## src/design/pcw_pkg.sv

```systemverilog
// ----------------------------------------------------------------------------
// pcw_pkg
// Shared types, register indexes and the microcode table of the periodic
// cell wrap block.
// ----------------------------------------------------------------------------
package pcw_pkg;

  // configuration register geometry
  localparam int REG_W     = 63;
  localparam int REG_COUNT = 7;
  localparam int IDX_W     = 3;

  // width of the per-axis shift count fields
  localparam int SHIFT_W = 11;

  // register indexes on the configuration port
  localparam logic [IDX_W-1:0] REG_LATTICE_0 = 3'd0;
  localparam logic [IDX_W-1:0] REG_LATTICE_1 = 3'd1;
  localparam logic [IDX_W-1:0] REG_LATTICE_2 = 3'd2;
  localparam logic [IDX_W-1:0] REG_NORMAL_0  = 3'd3;
  localparam logic [IDX_W-1:0] REG_NORMAL_1  = 3'd4;
  localparam logic [IDX_W-1:0] REG_NORMAL_2  = 3'd5;
  localparam logic [IDX_W-1:0] REG_ORIGIN    = 3'd6;

  // microcode operations
  typedef enum logic [2:0] {
    OP_WAIT,   // idle, waiting for a request
    OP_NA,     // accumulate normal dot lattice vector
    OP_DOT,    // accumulate normal dot (pos - origin)
    OP_TEST,   // face tests, shift and branch
    OP_DONE    // present the result
  } op_e;

  localparam int STEP_W = 4;
  typedef logic [STEP_W-1:0] step_t;

  // program addresses
  localparam step_t STEP_WAIT = 4'd0;
  localparam step_t STEP_NA   = 4'd1;
  localparam step_t STEP_DOT  = 4'd4;
  localparam step_t STEP_TEST = 4'd7;
  localparam step_t STEP_DONE = 4'd8;

  // one control word: operation, vector lane, accumulator clear and targets
  typedef struct packed {
    op_e        op;
    logic [1:0] lane;
    logic       clr;
    step_t      nxt;   // fall-through target
    step_t      jmp;   // taken when a shift was applied
    step_t      alt;   // taken when the item is finished
  } ctrl_t;

  // control store
  function automatic ctrl_t ucode(step_t s);
    ctrl_t w;
    w = '{op: OP_WAIT, lane: 2'd0, clr: 1'b0,
          nxt: STEP_NA, jmp: STEP_WAIT, alt: STEP_WAIT};
    case (s)
      4'd0: w = '{OP_WAIT, 2'd0, 1'b0, STEP_NA,     STEP_WAIT, STEP_WAIT};
      4'd1: w = '{OP_NA,   2'd0, 1'b1, 4'd2,        STEP_WAIT, STEP_WAIT};
      4'd2: w = '{OP_NA,   2'd1, 1'b0, 4'd3,        STEP_WAIT, STEP_WAIT};
      4'd3: w = '{OP_NA,   2'd2, 1'b0, STEP_DOT,    STEP_WAIT, STEP_WAIT};
      4'd4: w = '{OP_DOT,  2'd0, 1'b1, 4'd5,        STEP_WAIT, STEP_WAIT};
      4'd5: w = '{OP_DOT,  2'd1, 1'b0, 4'd6,        STEP_WAIT, STEP_WAIT};
      4'd6: w = '{OP_DOT,  2'd2, 1'b0, STEP_TEST,   STEP_WAIT, STEP_WAIT};
      4'd7: w = '{OP_TEST, 2'd0, 1'b0, STEP_NA,     STEP_DOT,  STEP_DONE};
      4'd8: w = '{OP_DONE, 2'd0, 1'b0, STEP_WAIT,   STEP_WAIT, STEP_WAIT};
      default: w = '{OP_WAIT, 2'd0, 1'b0, STEP_WAIT, STEP_WAIT, STEP_WAIT};
    endcase
    return w;
  endfunction

endpackage

```

## src/design/pcw_cfg_regs.sv

```systemverilog
// ----------------------------------------------------------------------------
// pcw_cfg_regs
// Configuration register file: lattice vectors, face normals and cell origin,
// unpacked into signed coordinate components.
// ----------------------------------------------------------------------------
module pcw_cfg_regs #(
  parameter int COORD_BITS = 21
) (
  input  logic                                    clk_i,
  input  logic                                    rst_ni,
  input  logic                                    we_i,
  input  logic [pcw_pkg::IDX_W-1:0]               index_i,
  input  logic [pcw_pkg::REG_W-1:0]               data_i,
  output logic [2:0][2:0][COORD_BITS-1:0]         lat_o,
  output logic [2:0][2:0][COORD_BITS-1:0]         nrm_o,
  output logic [2:0][COORD_BITS-1:0]              org_o
);

  localparam int EXT_W = 3 * COORD_BITS + pcw_pkg::REG_W;

  logic [pcw_pkg::REG_W-1:0] lat_q [3];
  logic [pcw_pkg::REG_W-1:0] nrm_q [3];
  logic [pcw_pkg::REG_W-1:0] org_q;

  // register writes
  always_ff @(posedge clk_i or negedge rst_ni) begin
    if (!rst_ni) begin
      lat_q[0] <= '0;
      lat_q[1] <= '0;
      lat_q[2] <= '0;
      nrm_q[0] <= '0;
      nrm_q[1] <= '0;
      nrm_q[2] <= '0;
      org_q    <= '0;
    end else if (we_i) begin
      case (index_i)
        pcw_pkg::REG_LATTICE_0: lat_q[0] <= data_i;
        pcw_pkg::REG_LATTICE_1: lat_q[1] <= data_i;
        pcw_pkg::REG_LATTICE_2: lat_q[2] <= data_i;
        pcw_pkg::REG_NORMAL_0:  nrm_q[0] <= data_i;
        pcw_pkg::REG_NORMAL_1:  nrm_q[1] <= data_i;
        pcw_pkg::REG_NORMAL_2:  nrm_q[2] <= data_i;
        pcw_pkg::REG_ORIGIN:    org_q    <= data_i;
        default: ;
      endcase
    end
  end

  // unpack components, bits above the register read as zero
  always_comb begin
    logic [EXT_W-1:0] ext_org;
    logic [EXT_W-1:0] ext_lat;
    logic [EXT_W-1:0] ext_nrm;
    ext_org = {{(3 * COORD_BITS){1'b0}}, org_q};
    for (int k = 0; k < 3; k++) begin
      org_o[k] = ext_org[k * COORD_BITS +: COORD_BITS];
    end
    for (int i = 0; i < 3; i++) begin
      ext_lat = {{(3 * COORD_BITS){1'b0}}, lat_q[i]};
      ext_nrm = {{(3 * COORD_BITS){1'b0}}, nrm_q[i]};
      for (int k = 0; k < 3; k++) begin
        lat_o[i][k] = ext_lat[k * COORD_BITS +: COORD_BITS];
        nrm_o[i][k] = ext_nrm[k * COORD_BITS +: COORD_BITS];
      end
    end
  end

endmodule

```

## src/design/periodic_cell_wrap.sv

```systemverilog
// ----------------------------------------------------------------------------
// periodic_cell_wrap
// Folds one 3-D fixed-point position into a parallelepiped cell, axis by
// axis, counting the lattice shifts applied along each axis.
// ----------------------------------------------------------------------------
// Usage
//   Configuration: write lattice vectors, face normals and the origin through
//   cfg_valid_i / cfg_ready_o with cfg_index_i and cfg_data_i. Ready is high
//   while the block is idle. All configuration registers reset to zero.
//   Request: drive pos_x_i, pos_y_i, pos_z_i with start_i while busy_o is
//   low; the request is taken at that clock edge and busy_o rises.
//   Result: all result ports are valid for exactly one cycle while done_o is
//   high; busy_o drops in the following cycle. The receiver cannot stall.
//   Sequence: from the request edge to the done cycle, each axis first forms
//   normal dot lattice vector, then runs face tests (3 products and a test
//   step each), repeated after every shift; the shift limit can end work
//   early. A single multiply-accumulate unit forms one product per cycle
//   under a small microcode program.
//   One request at a time; the next may start the cycle after done_o.
//   Reset: asynchronous, active low; the sequencer returns to idle.
// ----------------------------------------------------------------------------
module periodic_cell_wrap #(
  parameter int COORD_BITS = 21,
  parameter int MAX_SHIFTS = 1000
) (
  input  logic                                clk_i,
  input  logic                                rst_ni,
  // configuration write channel
  input  logic                                cfg_valid_i,
  output logic                                cfg_ready_o,
  input  logic [pcw_pkg::IDX_W-1:0]           cfg_index_i,
  input  logic [pcw_pkg::REG_W-1:0]           cfg_data_i,
  // request
  input  logic                                start_i,
  output logic                                busy_o,
  input  logic signed [COORD_BITS-1:0]        pos_x_i,
  input  logic signed [COORD_BITS-1:0]        pos_y_i,
  input  logic signed [COORD_BITS-1:0]        pos_z_i,
  // result
  output logic                                done_o,
  output logic signed [COORD_BITS-1:0]        wrapped_x_o,
  output logic signed [COORD_BITS-1:0]        wrapped_y_o,
  output logic signed [COORD_BITS-1:0]        wrapped_z_o,
  output logic signed [pcw_pkg::SHIFT_W-1:0]  axis0_shift_o,
  output logic signed [pcw_pkg::SHIFT_W-1:0]  axis1_shift_o,
  output logic signed [pcw_pkg::SHIFT_W-1:0]  axis2_shift_o,
  output logic                                moved_o,
  output logic                                too_many_shifts_o
);

  localparam int CB     = COORD_BITS;
  localparam int PROD_W = 2 * CB + 1;
  localparam int ACC_W  = 2 * CB + 4;
  localparam int TOT_W  = $clog2(MAX_SHIFTS + 2);
  localparam int CNT_W  = (TOT_W + 1 > pcw_pkg::SHIFT_W + 1) ? TOT_W + 1
                                                             : pcw_pkg::SHIFT_W + 1;
  localparam logic [TOT_W-1:0] TOT_LIMIT = TOT_W'(MAX_SHIFTS);
  localparam logic signed [CNT_W-1:0] CNT_HI = CNT_W'(2 ** (pcw_pkg::SHIFT_W - 1) - 1);
  localparam logic signed [CNT_W-1:0] CNT_LO = -CNT_HI - CNT_W'(1);

  // configuration
  logic [2:0][2:0][CB-1:0] lat;
  logic [2:0][2:0][CB-1:0] nrm;
  logic [2:0][CB-1:0]      org;
  logic                    cfg_we;

  assign cfg_ready_o = !busy_o;
  assign cfg_we      = cfg_valid_i && cfg_ready_o;

  pcw_cfg_regs #(
    .COORD_BITS(CB)
  ) u_cfg_regs (
    .clk_i   (clk_i),
    .rst_ni  (rst_ni),
    .we_i    (cfg_we),
    .index_i (cfg_index_i),
    .data_i  (cfg_data_i),
    .lat_o   (lat),
    .nrm_o   (nrm),
    .org_o   (org)
  );

  // sequencer and datapath registers
  pcw_pkg::step_t            step_q, step_d;
  pcw_pkg::ctrl_t            ctrl;
  logic [1:0]                axis_q, axis_d;
  logic [2:0][CB-1:0]        pos_q, pos_d;
  logic signed [ACC_W-1:0]   acc_q, acc_d;
  logic signed [ACC_W-1:0]   na_q, na_d;
  logic signed [CNT_W-1:0]   cnt_q [3];
  logic signed [CNT_W-1:0]   cnt_d [3];
  logic [TOT_W-1:0]          total_q, total_d;
  logic                      moved_q, moved_d;
  logic                      err_q, err_d;
  logic                      accept;

  assign ctrl   = pcw_pkg::ucode(step_q);
  assign busy_o = (ctrl.op != pcw_pkg::OP_WAIT);
  assign done_o = (ctrl.op == pcw_pkg::OP_DONE);
  assign accept = start_i && !busy_o;

  // saturating add or subtract of one lattice component
  function automatic logic [CB-1:0] sat_step(logic [CB-1:0] p, logic [CB-1:0] a,
                                             logic sub);
    logic [CB:0] sum;
    if (sub) begin
      sum = {p[CB-1], p} - {a[CB-1], a};
    end else begin
      sum = {p[CB-1], p} + {a[CB-1], a};
    end
    if (sum[CB] != sum[CB-1]) begin
      return sum[CB] ? {1'b1, {(CB - 1){1'b0}}} : {1'b0, {(CB - 1){1'b1}}};
    end
    return sum[CB-1:0];
  endfunction

  // shared multiply-accumulate operands
  logic signed [CB-1:0]     mul_a;
  logic signed [CB:0]       mul_b;
  logic signed [PROD_W-1:0] prod;
  logic signed [ACC_W-1:0]  mac_sum;
  logic signed [ACC_W-1:0]  far;
  logic                     go_add;
  logic                     go_sub;

  always_comb begin
    logic [CB-1:0] p_l;
    logic [CB-1:0] o_l;
    logic [CB-1:0] a_l;
    p_l   = pos_q[ctrl.lane];
    o_l   = org[ctrl.lane];
    a_l   = lat[axis_q][ctrl.lane];
    mul_a = $signed(nrm[axis_q][ctrl.lane]);
    if (ctrl.op == pcw_pkg::OP_NA) begin
      mul_b = $signed({a_l[CB-1], a_l});
    end else begin
      mul_b = $signed({p_l[CB-1], p_l}) - $signed({o_l[CB-1], o_l});
    end
  end

  assign prod = mul_a * mul_b;

  always_comb begin
    logic signed [ACC_W-1:0] base;
    if (ctrl.clr) begin
      base = '0;
    end else if (ctrl.op == pcw_pkg::OP_NA) begin
      base = na_q;
    end else begin
      base = acc_q;
    end
    mac_sum = base + {{(ACC_W - PROD_W){prod[PROD_W-1]}}, prod};
  end

  // face tests: behind the origin face, or past the far face
  assign far    = acc_q - na_q;
  assign go_add = acc_q < 0;
  assign go_sub = !go_add && (far > 0);

  // next step
  always_comb begin
    step_d = step_q;
    case (ctrl.op)
      pcw_pkg::OP_WAIT: begin
        if (start_i) step_d = ctrl.nxt;
      end
      pcw_pkg::OP_NA, pcw_pkg::OP_DOT, pcw_pkg::OP_DONE: begin
        step_d = ctrl.nxt;
      end
      pcw_pkg::OP_TEST: begin
        if (go_add || go_sub) begin
          step_d = (total_q == TOT_LIMIT) ? ctrl.alt : ctrl.jmp;
        end else begin
          step_d = (axis_q == 2'd2) ? ctrl.alt : ctrl.nxt;
        end
      end
      default: step_d = pcw_pkg::STEP_WAIT;
    endcase
  end

  // datapath updates
  always_comb begin
    axis_d  = axis_q;
    pos_d   = pos_q;
    acc_d   = acc_q;
    na_d    = na_q;
    total_d = total_q;
    moved_d = moved_q;
    err_d   = err_q;
    for (int k = 0; k < 3; k++) cnt_d[k] = cnt_q[k];
    case (ctrl.op)
      pcw_pkg::OP_WAIT: begin
        if (accept) begin
          axis_d  = 2'd0;
          pos_d   = {pos_z_i, pos_y_i, pos_x_i};
          total_d = '0;
          moved_d = 1'b0;
          err_d   = 1'b0;
          for (int k = 0; k < 3; k++) cnt_d[k] = '0;
        end
      end
      pcw_pkg::OP_NA:  na_d  = mac_sum;
      pcw_pkg::OP_DOT: acc_d = mac_sum;
      pcw_pkg::OP_TEST: begin
        if (go_add || go_sub) begin
          for (int k = 0; k < 3; k++) begin
            pos_d[k] = sat_step(pos_q[k], lat[axis_q][k], go_sub);
          end
          cnt_d[axis_q] = go_sub ? cnt_q[axis_q] - CNT_W'(1)
                                 : cnt_q[axis_q] + CNT_W'(1);
          total_d = total_q + TOT_W'(1);
          moved_d = 1'b1;
          if (total_q == TOT_LIMIT) err_d = 1'b1;
        end else if (axis_q != 2'd2) begin
          axis_d = axis_q + 2'd1;
        end
      end
      default: ;
    endcase
  end

  // control registers
  always_ff @(posedge clk_i or negedge rst_ni) begin
    if (!rst_ni) begin
      step_q <= pcw_pkg::STEP_WAIT;
    end else begin
      step_q <= step_d;
    end
  end

  // payload registers
  always_ff @(posedge clk_i) begin
    axis_q  <= axis_d;
    pos_q   <= pos_d;
    acc_q   <= acc_d;
    na_q    <= na_d;
    total_q <= total_d;
    moved_q <= moved_d;
    err_q   <= err_d;
    for (int k = 0; k < 3; k++) cnt_q[k] <= cnt_d[k];
  end

  // result fields
  function automatic logic [pcw_pkg::SHIFT_W-1:0] clamp_cnt(logic signed [CNT_W-1:0] c);
    if (c > CNT_HI) return CNT_HI[pcw_pkg::SHIFT_W-1:0];
    if (c < CNT_LO) return CNT_LO[pcw_pkg::SHIFT_W-1:0];
    return c[pcw_pkg::SHIFT_W-1:0];
  endfunction

  assign wrapped_x_o       = err_q ? '0 : $signed(pos_q[0]);
  assign wrapped_y_o       = err_q ? '0 : $signed(pos_q[1]);
  assign wrapped_z_o       = err_q ? '0 : $signed(pos_q[2]);
  assign axis0_shift_o     = $signed(clamp_cnt(cnt_q[0]));
  assign axis1_shift_o     = $signed(clamp_cnt(cnt_q[1]));
  assign axis2_shift_o     = $signed(clamp_cnt(cnt_q[2]));
  assign moved_o           = moved_q;
  assign too_many_shifts_o = err_q;

  // checks
  a_busy_ends_after_done: assert property (@(posedge clk_i) disable iff (!rst_ni)
    $fell(busy_o) |-> $past(done_o))
    else $error("busy dropped without a result strobe");

  a_request_sets_busy: assert property (@(posedge clk_i) disable iff (!rst_ni)
    (start_i && !busy_o) |=> busy_o)
    else $error("request taken but block not busy");

  a_single_strobe: assert property (@(posedge clk_i) disable iff (!rst_ni)
    done_o |=> !done_o)
    else $error("result strobe longer than one cycle");

  a_error_zero_pos: assert property (@(posedge clk_i) disable iff (!rst_ni)
    (done_o && too_many_shifts_o) |-> (moved_o && wrapped_x_o == '0 &&
                                       wrapped_y_o == '0 && wrapped_z_o == '0))
    else $error("shift limit result carries a position");

endmodule

```

## config.mk

```make
export PLATFORM = sky130hd
export DESIGN_NAME = periodic_cell_wrap
export DESIGN_NICKNAME = d
export VERILOG_FILES = /design/src/design/pcw_pkg.sv /design/src/design/pcw_cfg_regs.sv /design/src/design/periodic_cell_wrap.sv
export SDC_FILE = /design/constraint.sdc
export NUM_CORES = 2
export LEC_CHECK = 0
export ABC_CLOCK_PERIOD_IN_PS = 31900
export BUFFER_PORTS_ARGS = -buffer_cell sky130_fd_sc_hd__buf_2
export CAP_MARGIN = 20
export CORE_ASPECT_RATIO = 1.25
export CORE_MARGIN = 1
export CORE_UTILIZATION = 45
export DETAILED_ROUTE_END_ITERATION = 7
export GPL_TIMING_DRIVEN = 0
export SLEW_MARGIN = 40
export SYNTH_ARGS = -nofsm -noshare
export SYNTH_HDL_FRONTEND = slang
export SYNTH_HIERARCHICAL = 1
export SYNTH_SLANG_ARGS = --single-unit
```

## constraint.sdc

```tcl
create_clock -name clk_i -period 31.9 [get_ports clk_i]
set_input_delay 1.595 -clock clk_i [delete_from_list [all_inputs] [get_ports clk_i]]
set_output_delay 1.595 -clock clk_i [all_outputs]
set_load 0.01 [all_outputs]
```

# [Word-level counts from Yosys, hierarchy flattened]
# Memories as Yosys holds them, arrays and structs flattened. A register that Yosys moved wholly into a read port is not among the register bits.
# Index checks and enable logic that the tools add are counted.
[totals] rom_bits=176 memories=2 output_inout_bits=101 mem_bits_rw=36 in_bits=133 regBits=614
[memory_table] name="(no name shown)" depth=16 width=11 rd=1 rd_ports_with_merged_regs=0 wr=0 line_no="pcw_pkg.sv:59" source="case (s)"
[memory_table] name="cnt_q" depth=3 width=12 rd=4 rd_ports_with_merged_regs=1 wr=3 line_no="periodic_cell_wrap.sv:90" source="logic signed [CNT_W-1:0] cnt_q [3];"
[classes] n_lt_le_gt_ge=12 mux=95 reduce_logical=22 add_sub_neg=13 n_mul=1 bitwise=1 eq_ne=22
[ops] cell="two-way mux 21 bit" n=16
[ops] cell="binary-select mux 63 bit (select 2 bit)" n=2
[ops] cell="two-way mux 63 bit" n=4
[ops] cell="two-way mux 22 bit" n=10
[ops] cell="binary-select mux 21 bit (select 2 bit)" n=4
[ops] cell="two-way mux 11 bit" n=12
[ops] cell="one-hot mux 63 bit (2 select lines)" n=1
[ops] cell="two-way mux 46 bit" n=2
[ops] cell="subtractor 21 x 21 -> 22 bit" n=4
[ops] cell="two-way mux 36 bit" n=2
[ops] cell="one-hot mux 36 bit (2 select lines)" n=1
[ops] cell="adder 21 x 21 -> 22 bit" n=3
[ops] cell="adder 46 bit" n=1
[ops] cell="> comparator 46 x 1 -> 1 bit (second input constant)" n=1
[ops] cell="less-than comparator 46 x 1 -> 1 bit (second input constant)" n=1
[ops] cell="subtractor 46 bit" n=1
[ops] cell="multiplier 21 x 22 -> 43 bit" n=1
[ops] cell="bitwise mux 36 bit" n=1
[ops] cell="> comparator 12 x 11 -> 1 bit (second input constant)" n=3
[ops] cell="less-than comparator 12 x 11 -> 1 bit (second input constant)" n=3
[ops] cell="demux 12 bit (select 2 bit)" n=1
[ops] cell="two-way mux 12 bit" n=2
[ops] cell="two-way mux 1 bit" n=22
[ops] cell="two-way mux 10 bit" n=2
[ops] cell="31 further kinds" n=66

# [Logic depth before layout (Yosys ltp)]
[logic_depth] word_depth=13 depth_mapped=68 ltp_nobuf=63

# [Modules after synthesis]
# Netlist, hierarchy kept.
[modules_own_cells] module="periodic_cell_wrap" seq_area_each_um2=6296.0 area_each_um2=42161.7 cells_each=5211 n_inst=1
[modules_own_cells] module="pcw_cfg_regs" seq_area_each_um2=11035.6 area_each_um2=17347.9 cells_each=938 n_inst=1

# [Worst setup path before layout]
# OpenSTA, ideal clock, no wires.
[synth_path] path_kind="reg2reg" start="register step_q[0]" end="register acc_q[45], data pin" required_time_ns=31.636 setup_slack_ns=18.109 arrival_ns=13.527 path_stages_with_launch=63 cell_sequence="dfrtp_1 > inv_1 > ha_1 > mux2i_1 > or2_2 > clkbuf_1 > clkbuf_1 > buf_1 > buf_1 > nand2_1 > a21oi_1 > a21oi_1 > ha_1 > nor2b_1 > o21ai_0 > a21boi_0 > o21ai_0 > a21boi_0 > [... 27 more ...] > a21oi_1 > nand2_1 > o221a_2 > a211o_1 > a21oi_1 > o21bai_1 > a21o_1 > xor2_1 > ha_1 > inv_1 > nor2_1 > o21ai_0 > o21ai_0 > o41a_1 > nand2_1 > mux2i_1 > mux2i_1 > xnor2_1"
[synth_between] elab_chain_len=7 elab_cells_between_ends=16 classes_between="add/sub (2); mul (1); eq/ne (1); mux (11); memory (1)"
[synth_rtl] element="from (decl)" line_no="periodic_cell_wrap.sv:84" source="pcw_pkg::step_t step_q, step_d;"
[synth_rtl] element="from (signal assigned)" line_no="periodic_cell_wrap.sv:225" source="step_q <= pcw_pkg::STEP_WAIT;"
[synth_rtl] element="from (signal assigned)" line_no="periodic_cell_wrap.sv:227" source="step_q <= step_d;"
[synth_rtl] element="memory (16 x 11 bit) (*)"
[synth_rtl] element="binary-select mux 21 bit (select 2 bit), on equally long branches" line_no="periodic_cell_wrap.sv:130, periodic_cell_wrap.sv:131"
[synth_rtl] element="two-way mux 21 bit, on equally long branches" line_no="periodic_cell_wrap.sv:130, periodic_cell_wrap.sv:131"
[synth_rtl] element="subtractor 21 x 21 -> 22 bit" line_no="periodic_cell_wrap.sv:137" source="mul_b = $signed({p_l[CB-1], p_l}) - $signed({o_l[CB-1], o_l});"
[synth_rtl] element="two-way mux 22 bit" line_no="periodic_cell_wrap.sv:134" source="if (ctrl.op == pcw_pkg::OP_NA) begin"
[synth_rtl] element="multiplier 21 x 22 -> 43 bit" line_no="periodic_cell_wrap.sv:141" source="assign prod = mul_a * mul_b;"
[synth_rtl] element="adder 46 bit (*)" line_no="periodic_cell_wrap.sv:152" source="mac_sum = base + {{(ACC_W - PROD_W){prod[PROD_W-1]}}, prod};"
[synth_rtl] element="named net mac_sum[45]" line_no="periodic_cell_wrap.sv:121" source="logic signed [ACC_W-1:0] mac_sum;"
[synth_rtl] element="to (signal assigned)" line_no="periodic_cell_wrap.sv:235" source="acc_q <= acc_d;"
[synth_rtl] element="to (decl)" line_no="periodic_cell_wrap.sv:88" source="logic signed [ACC_W-1:0] acc_q, acc_d;"
# Mark *: on every way through the listed nets, which the timed path passes. The rest lies on a longest branch. The select of a mux whose other input is x is not followed.
# A chain may end at the register's enable or synchronous reset.

# [Final worst setup path]
[layout_path] start="register step_q[0]" end="register na_q[44], data pin"
[layout_between] elab_chain_len=7 elab_cells_between_ends=16 classes_between="add/sub (2); mul (1); eq/ne (1); mux (11); memory (1)"
[layout_rtl] element="memory (16 x 11 bit) (*)"
[layout_rtl] element="binary-select mux 21 bit (select 2 bit), on equally long branches" line_no="periodic_cell_wrap.sv:130, periodic_cell_wrap.sv:131"
[layout_rtl] element="two-way mux 21 bit, on equally long branches" line_no="periodic_cell_wrap.sv:130, periodic_cell_wrap.sv:131"
[layout_rtl] element="subtractor 21 x 21 -> 22 bit" line_no="periodic_cell_wrap.sv:137"
[layout_rtl] element="two-way mux 22 bit" line_no="periodic_cell_wrap.sv:134"
[layout_rtl] element="multiplier 21 x 22 -> 43 bit" line_no="periodic_cell_wrap.sv:141"
[layout_rtl] element="adder 46 bit (*)" line_no="periodic_cell_wrap.sv:152"
[layout_rtl] element="named net mac_sum[44]" line_no="periodic_cell_wrap.sv:121"
[layout_rtl] element="to (signal assigned)" line_no="periodic_cell_wrap.sv:236" source="na_q <= na_d;"
[layout_rtl] element="to (decl)" line_no="periodic_cell_wrap.sv:89" source="logic signed [ACC_W-1:0] na_q, na_d;"
# Marked as above.

==> results_dict.tcl <==
set metrics [dict create \
    status "completed" \
    synth_ff_type "dfrtp_1" \
    die_area_um2 134000 \
    port_buffers 233 \
    grt_setup_unrepaired "no" \
    multi_input_area_um2 38100 \
    synth_top_cell_area_share_pct 18.7 \
    synth-edff-count 205 \
    skew_ps 63.4 \
    tns_ps 0 \
    drt_iter0_markers 2994 \
    start_kind "flop" \
    endpoint_kind "flop" \
    nFillCells 12400 \
    synth_cell_types 96 \
    numCtsBuffers 74 \
    rrSetupSlack_ps 13500 \
    max_stage_delay_ps 720 \
    dr_total_vias 46200 \
    min_period_over_period_pct 57.7 \
    area_growth_pct 10.6 \
    cts_resized 0 \
    syn_inst 6149 \
    synth_area_leader_cell "dfrtp_1" \
    setup_viol 0 \
    initial_core_util_pct 45.5 \
    routed_wl_mm 199 \
    yosysSeqAreaShare_pct 29.1 \
    io_pins 234 \
    die_y_um 409 \
    layout-drive-gt1-share_pct 14.2 \
    report.final.hold_viol_count 0 \
    clk_latency_ps 720 \
    viasPerCell 5.60 \
    synth_seq_cells 652 \
    antenna_found_initial 16 \
    worstMarginPinSlew_ps 987 \
    cts_sinks 652 \
    die_w_um 327 \
    drv_cap 0 \
    cts_hold_buf 0 \
    min_path_type "flop to flop" \
    synth_top_cells_by_area "dfrtp_1, fa_1, edfxtp_1, ha_1, mux2_4" \
    cts_root_buf "clkbuf_16" \
    track_usage_pct 29.6 \
    async_flop_share_pct 68.3 \
    fp-row-count 148 \
    yosys_warnings 6 \
    htreeDepth 3 \
    fin_nets 7406 \
    worstPathArrival_ps 18800 \
    gp_congestion 0.977 \
    core_area_um2 131000 \
    clkTransAtPathRegs_ps 60 \
    grt_pass1_vias 47000 \
    synth_nets 7083 \
    detail-route-antenna-nets 0 \
    min_period_ps 18400 \
    critPathSlowestCell "o21bai_1" \
    required_ps 32300 \
    routedWlPerCell_um 24.1 \
    crit_type "flop to flop" \
    grt_pass1_wl_mm 294 \
    drc 0 \
    cts_buffer_depth 3 \
    seqCellArea_um2 17300 \
    relSlewSlack_pct 34.2 \
    grt_max_degree 77 \
    fmax_mhz 54.3 \
    syn_area_um2 59500 \
    finalMaxSlewViolations 0 \
    grt-ovfl-total 0 \
    drt_first_pass_iters 8 \
    cp_max_fo 10 \
    synth_area_per_cell_um2 9.68 \
    tritoncts "yes" \
    dp_hpwl_mm 161 \
    cts_setup_buffers 0 \
]
[flip-flops by register name (all words and copies together) (netlist names), named ones only]
name,count
axis_q,2
pos_q,63
u_cfg_regs/nrm_o,189
u_cfg_regs/lat_o,189
moved_o,1
cnt_q,36
too_many_shifts_o,1
u_cfg_regs/org_o,63
total_q,10
step_q,4
acc_q,46
na_q,46
[final timing paths]
check / startpoint / endpoint / depth (start not counted)
max: step_q[0] / na_q[44] / 60
min: u_cfg_regs/lat_o[29] / u_cfg_regs/lat_o[29] / 1
max reg2reg: step_q[0] / na_q[44] / 60
min reg2reg: u_cfg_regs/lat_o[29] / u_cfg_regs/lat_o[29] / 1
max in group asynchronous: rst_ni / step_q[2] / 5
min in group asynchronous: rst_ni / u_cfg_regs/nrm_o[165] / 1
[layout by cell type (no fill, tap or decap), drive strengths merged, types with 205 or more instances in the layout]
cell type | Yosys | final
dfrtp | 445 | 445
nand2 | 686 | 686
clkbuf | 190 | 290
o21ai | 270 | 270
mux2 | 442 | 442
nor2 | 563 | 563
a21oi | 381 | 381
buf | 109 | 355
ha | 316 | 316
edfxtp | 205 | 205
inv | 709 | 713
fa | 485 | 485
[metrics by stage]
stage | hold WS [ps] | setup WS, ps | cell area (um2) | std cells | utilization (%)
finish | 484 | 13500 | 65800 | 8259 | 50.3
floorplan | 457 | 18110 | 59500 | 6149 | -
global route | 496 | 12790 | 65800 | 8258 | 50.3
detailed placement | 474 | 13650 | 63300 | 8120 | 48.4
global placement | 466 | 13340 | 62800 | 8107 | 48.1
CTS | 487 | 13600 | 65800 | 8255 | 50.3
[synth_stat cells, types with 35 or more instances]
library cell,n
edfxtp_1,205
nand2_1,686
xor2_1,69
dfrtp_1,445
a21oi_1,380
inv_1,707
nand3_1,57
mux2_2,202
mux2_1,60
mux2_4,180
o21ai_0,261
a21o_1,64
ha_1,316
nand2b_1,75
fa_1,485
buf_1,51
and2_1,52
clkbuf_1,190
mux2i_1,163
xnor2_1,167
nor2b_1,112
o21a_1,50
nor3_1,69
or3_1,35
nor2_1,562
[cell families (layout without fill, tap and decap cells)]
group | Yosys count | count (layout) | share of synthesized area [%]
simple gates | 1755 | 1755 | 13.1
xor+xnor | 238 | 238 | 3.55
buf+inv | 1010 | 1392 | 7.09
other cells | 0 | 3 | 0
compound gates | 1057 | 1057 | 11.0
fa+ha+maj | 810 | 810 | 23.1
flops | 652 | 652 | 29.1
mux | 627 | 627 | 13.1
[worst max-delay path, delay by kind of cell (launching register included)]
| kind | cells | cell delay, ps |
|---|---|---|
| AOI/OAI and AO/OA | 24 | 6930 |
| and+or+nand+nor | 11 | 1810 |
| DFF | 1 | 460 |
| adders and majority gates | 12 | 5010 |
| buffers and inverters | 11 | 3590 |
| xor gates and xnor gates | 1 | 160 |
| muxes | 1 | 130 |
[layout make-up]
type                       instances  area share (%)
antenna                            3          0.0114
buffer                           299            2.40
timing repair buffer             247            2.24
clock buffer                      99            3.11
inverter                         711            4.06
tap                             1725            3.28
clock inverter                    36           0.616
multi-input combinational       4487            57.9
sequential                       652            26.3
[routing by layer]
metal  global-route usage [%]  routed length (um)  vias up
met5                        0                 156        -
met4                     16.8               12500       22
met3                     4.02               10100      418
met2                     50.9               98400     1321
met1                     35.3               77800    23300
li1                         -                   -    21200
Power is not shown: default switching activity piles up to over one toggle a cycle in this logic, so the estimate is an artifact.
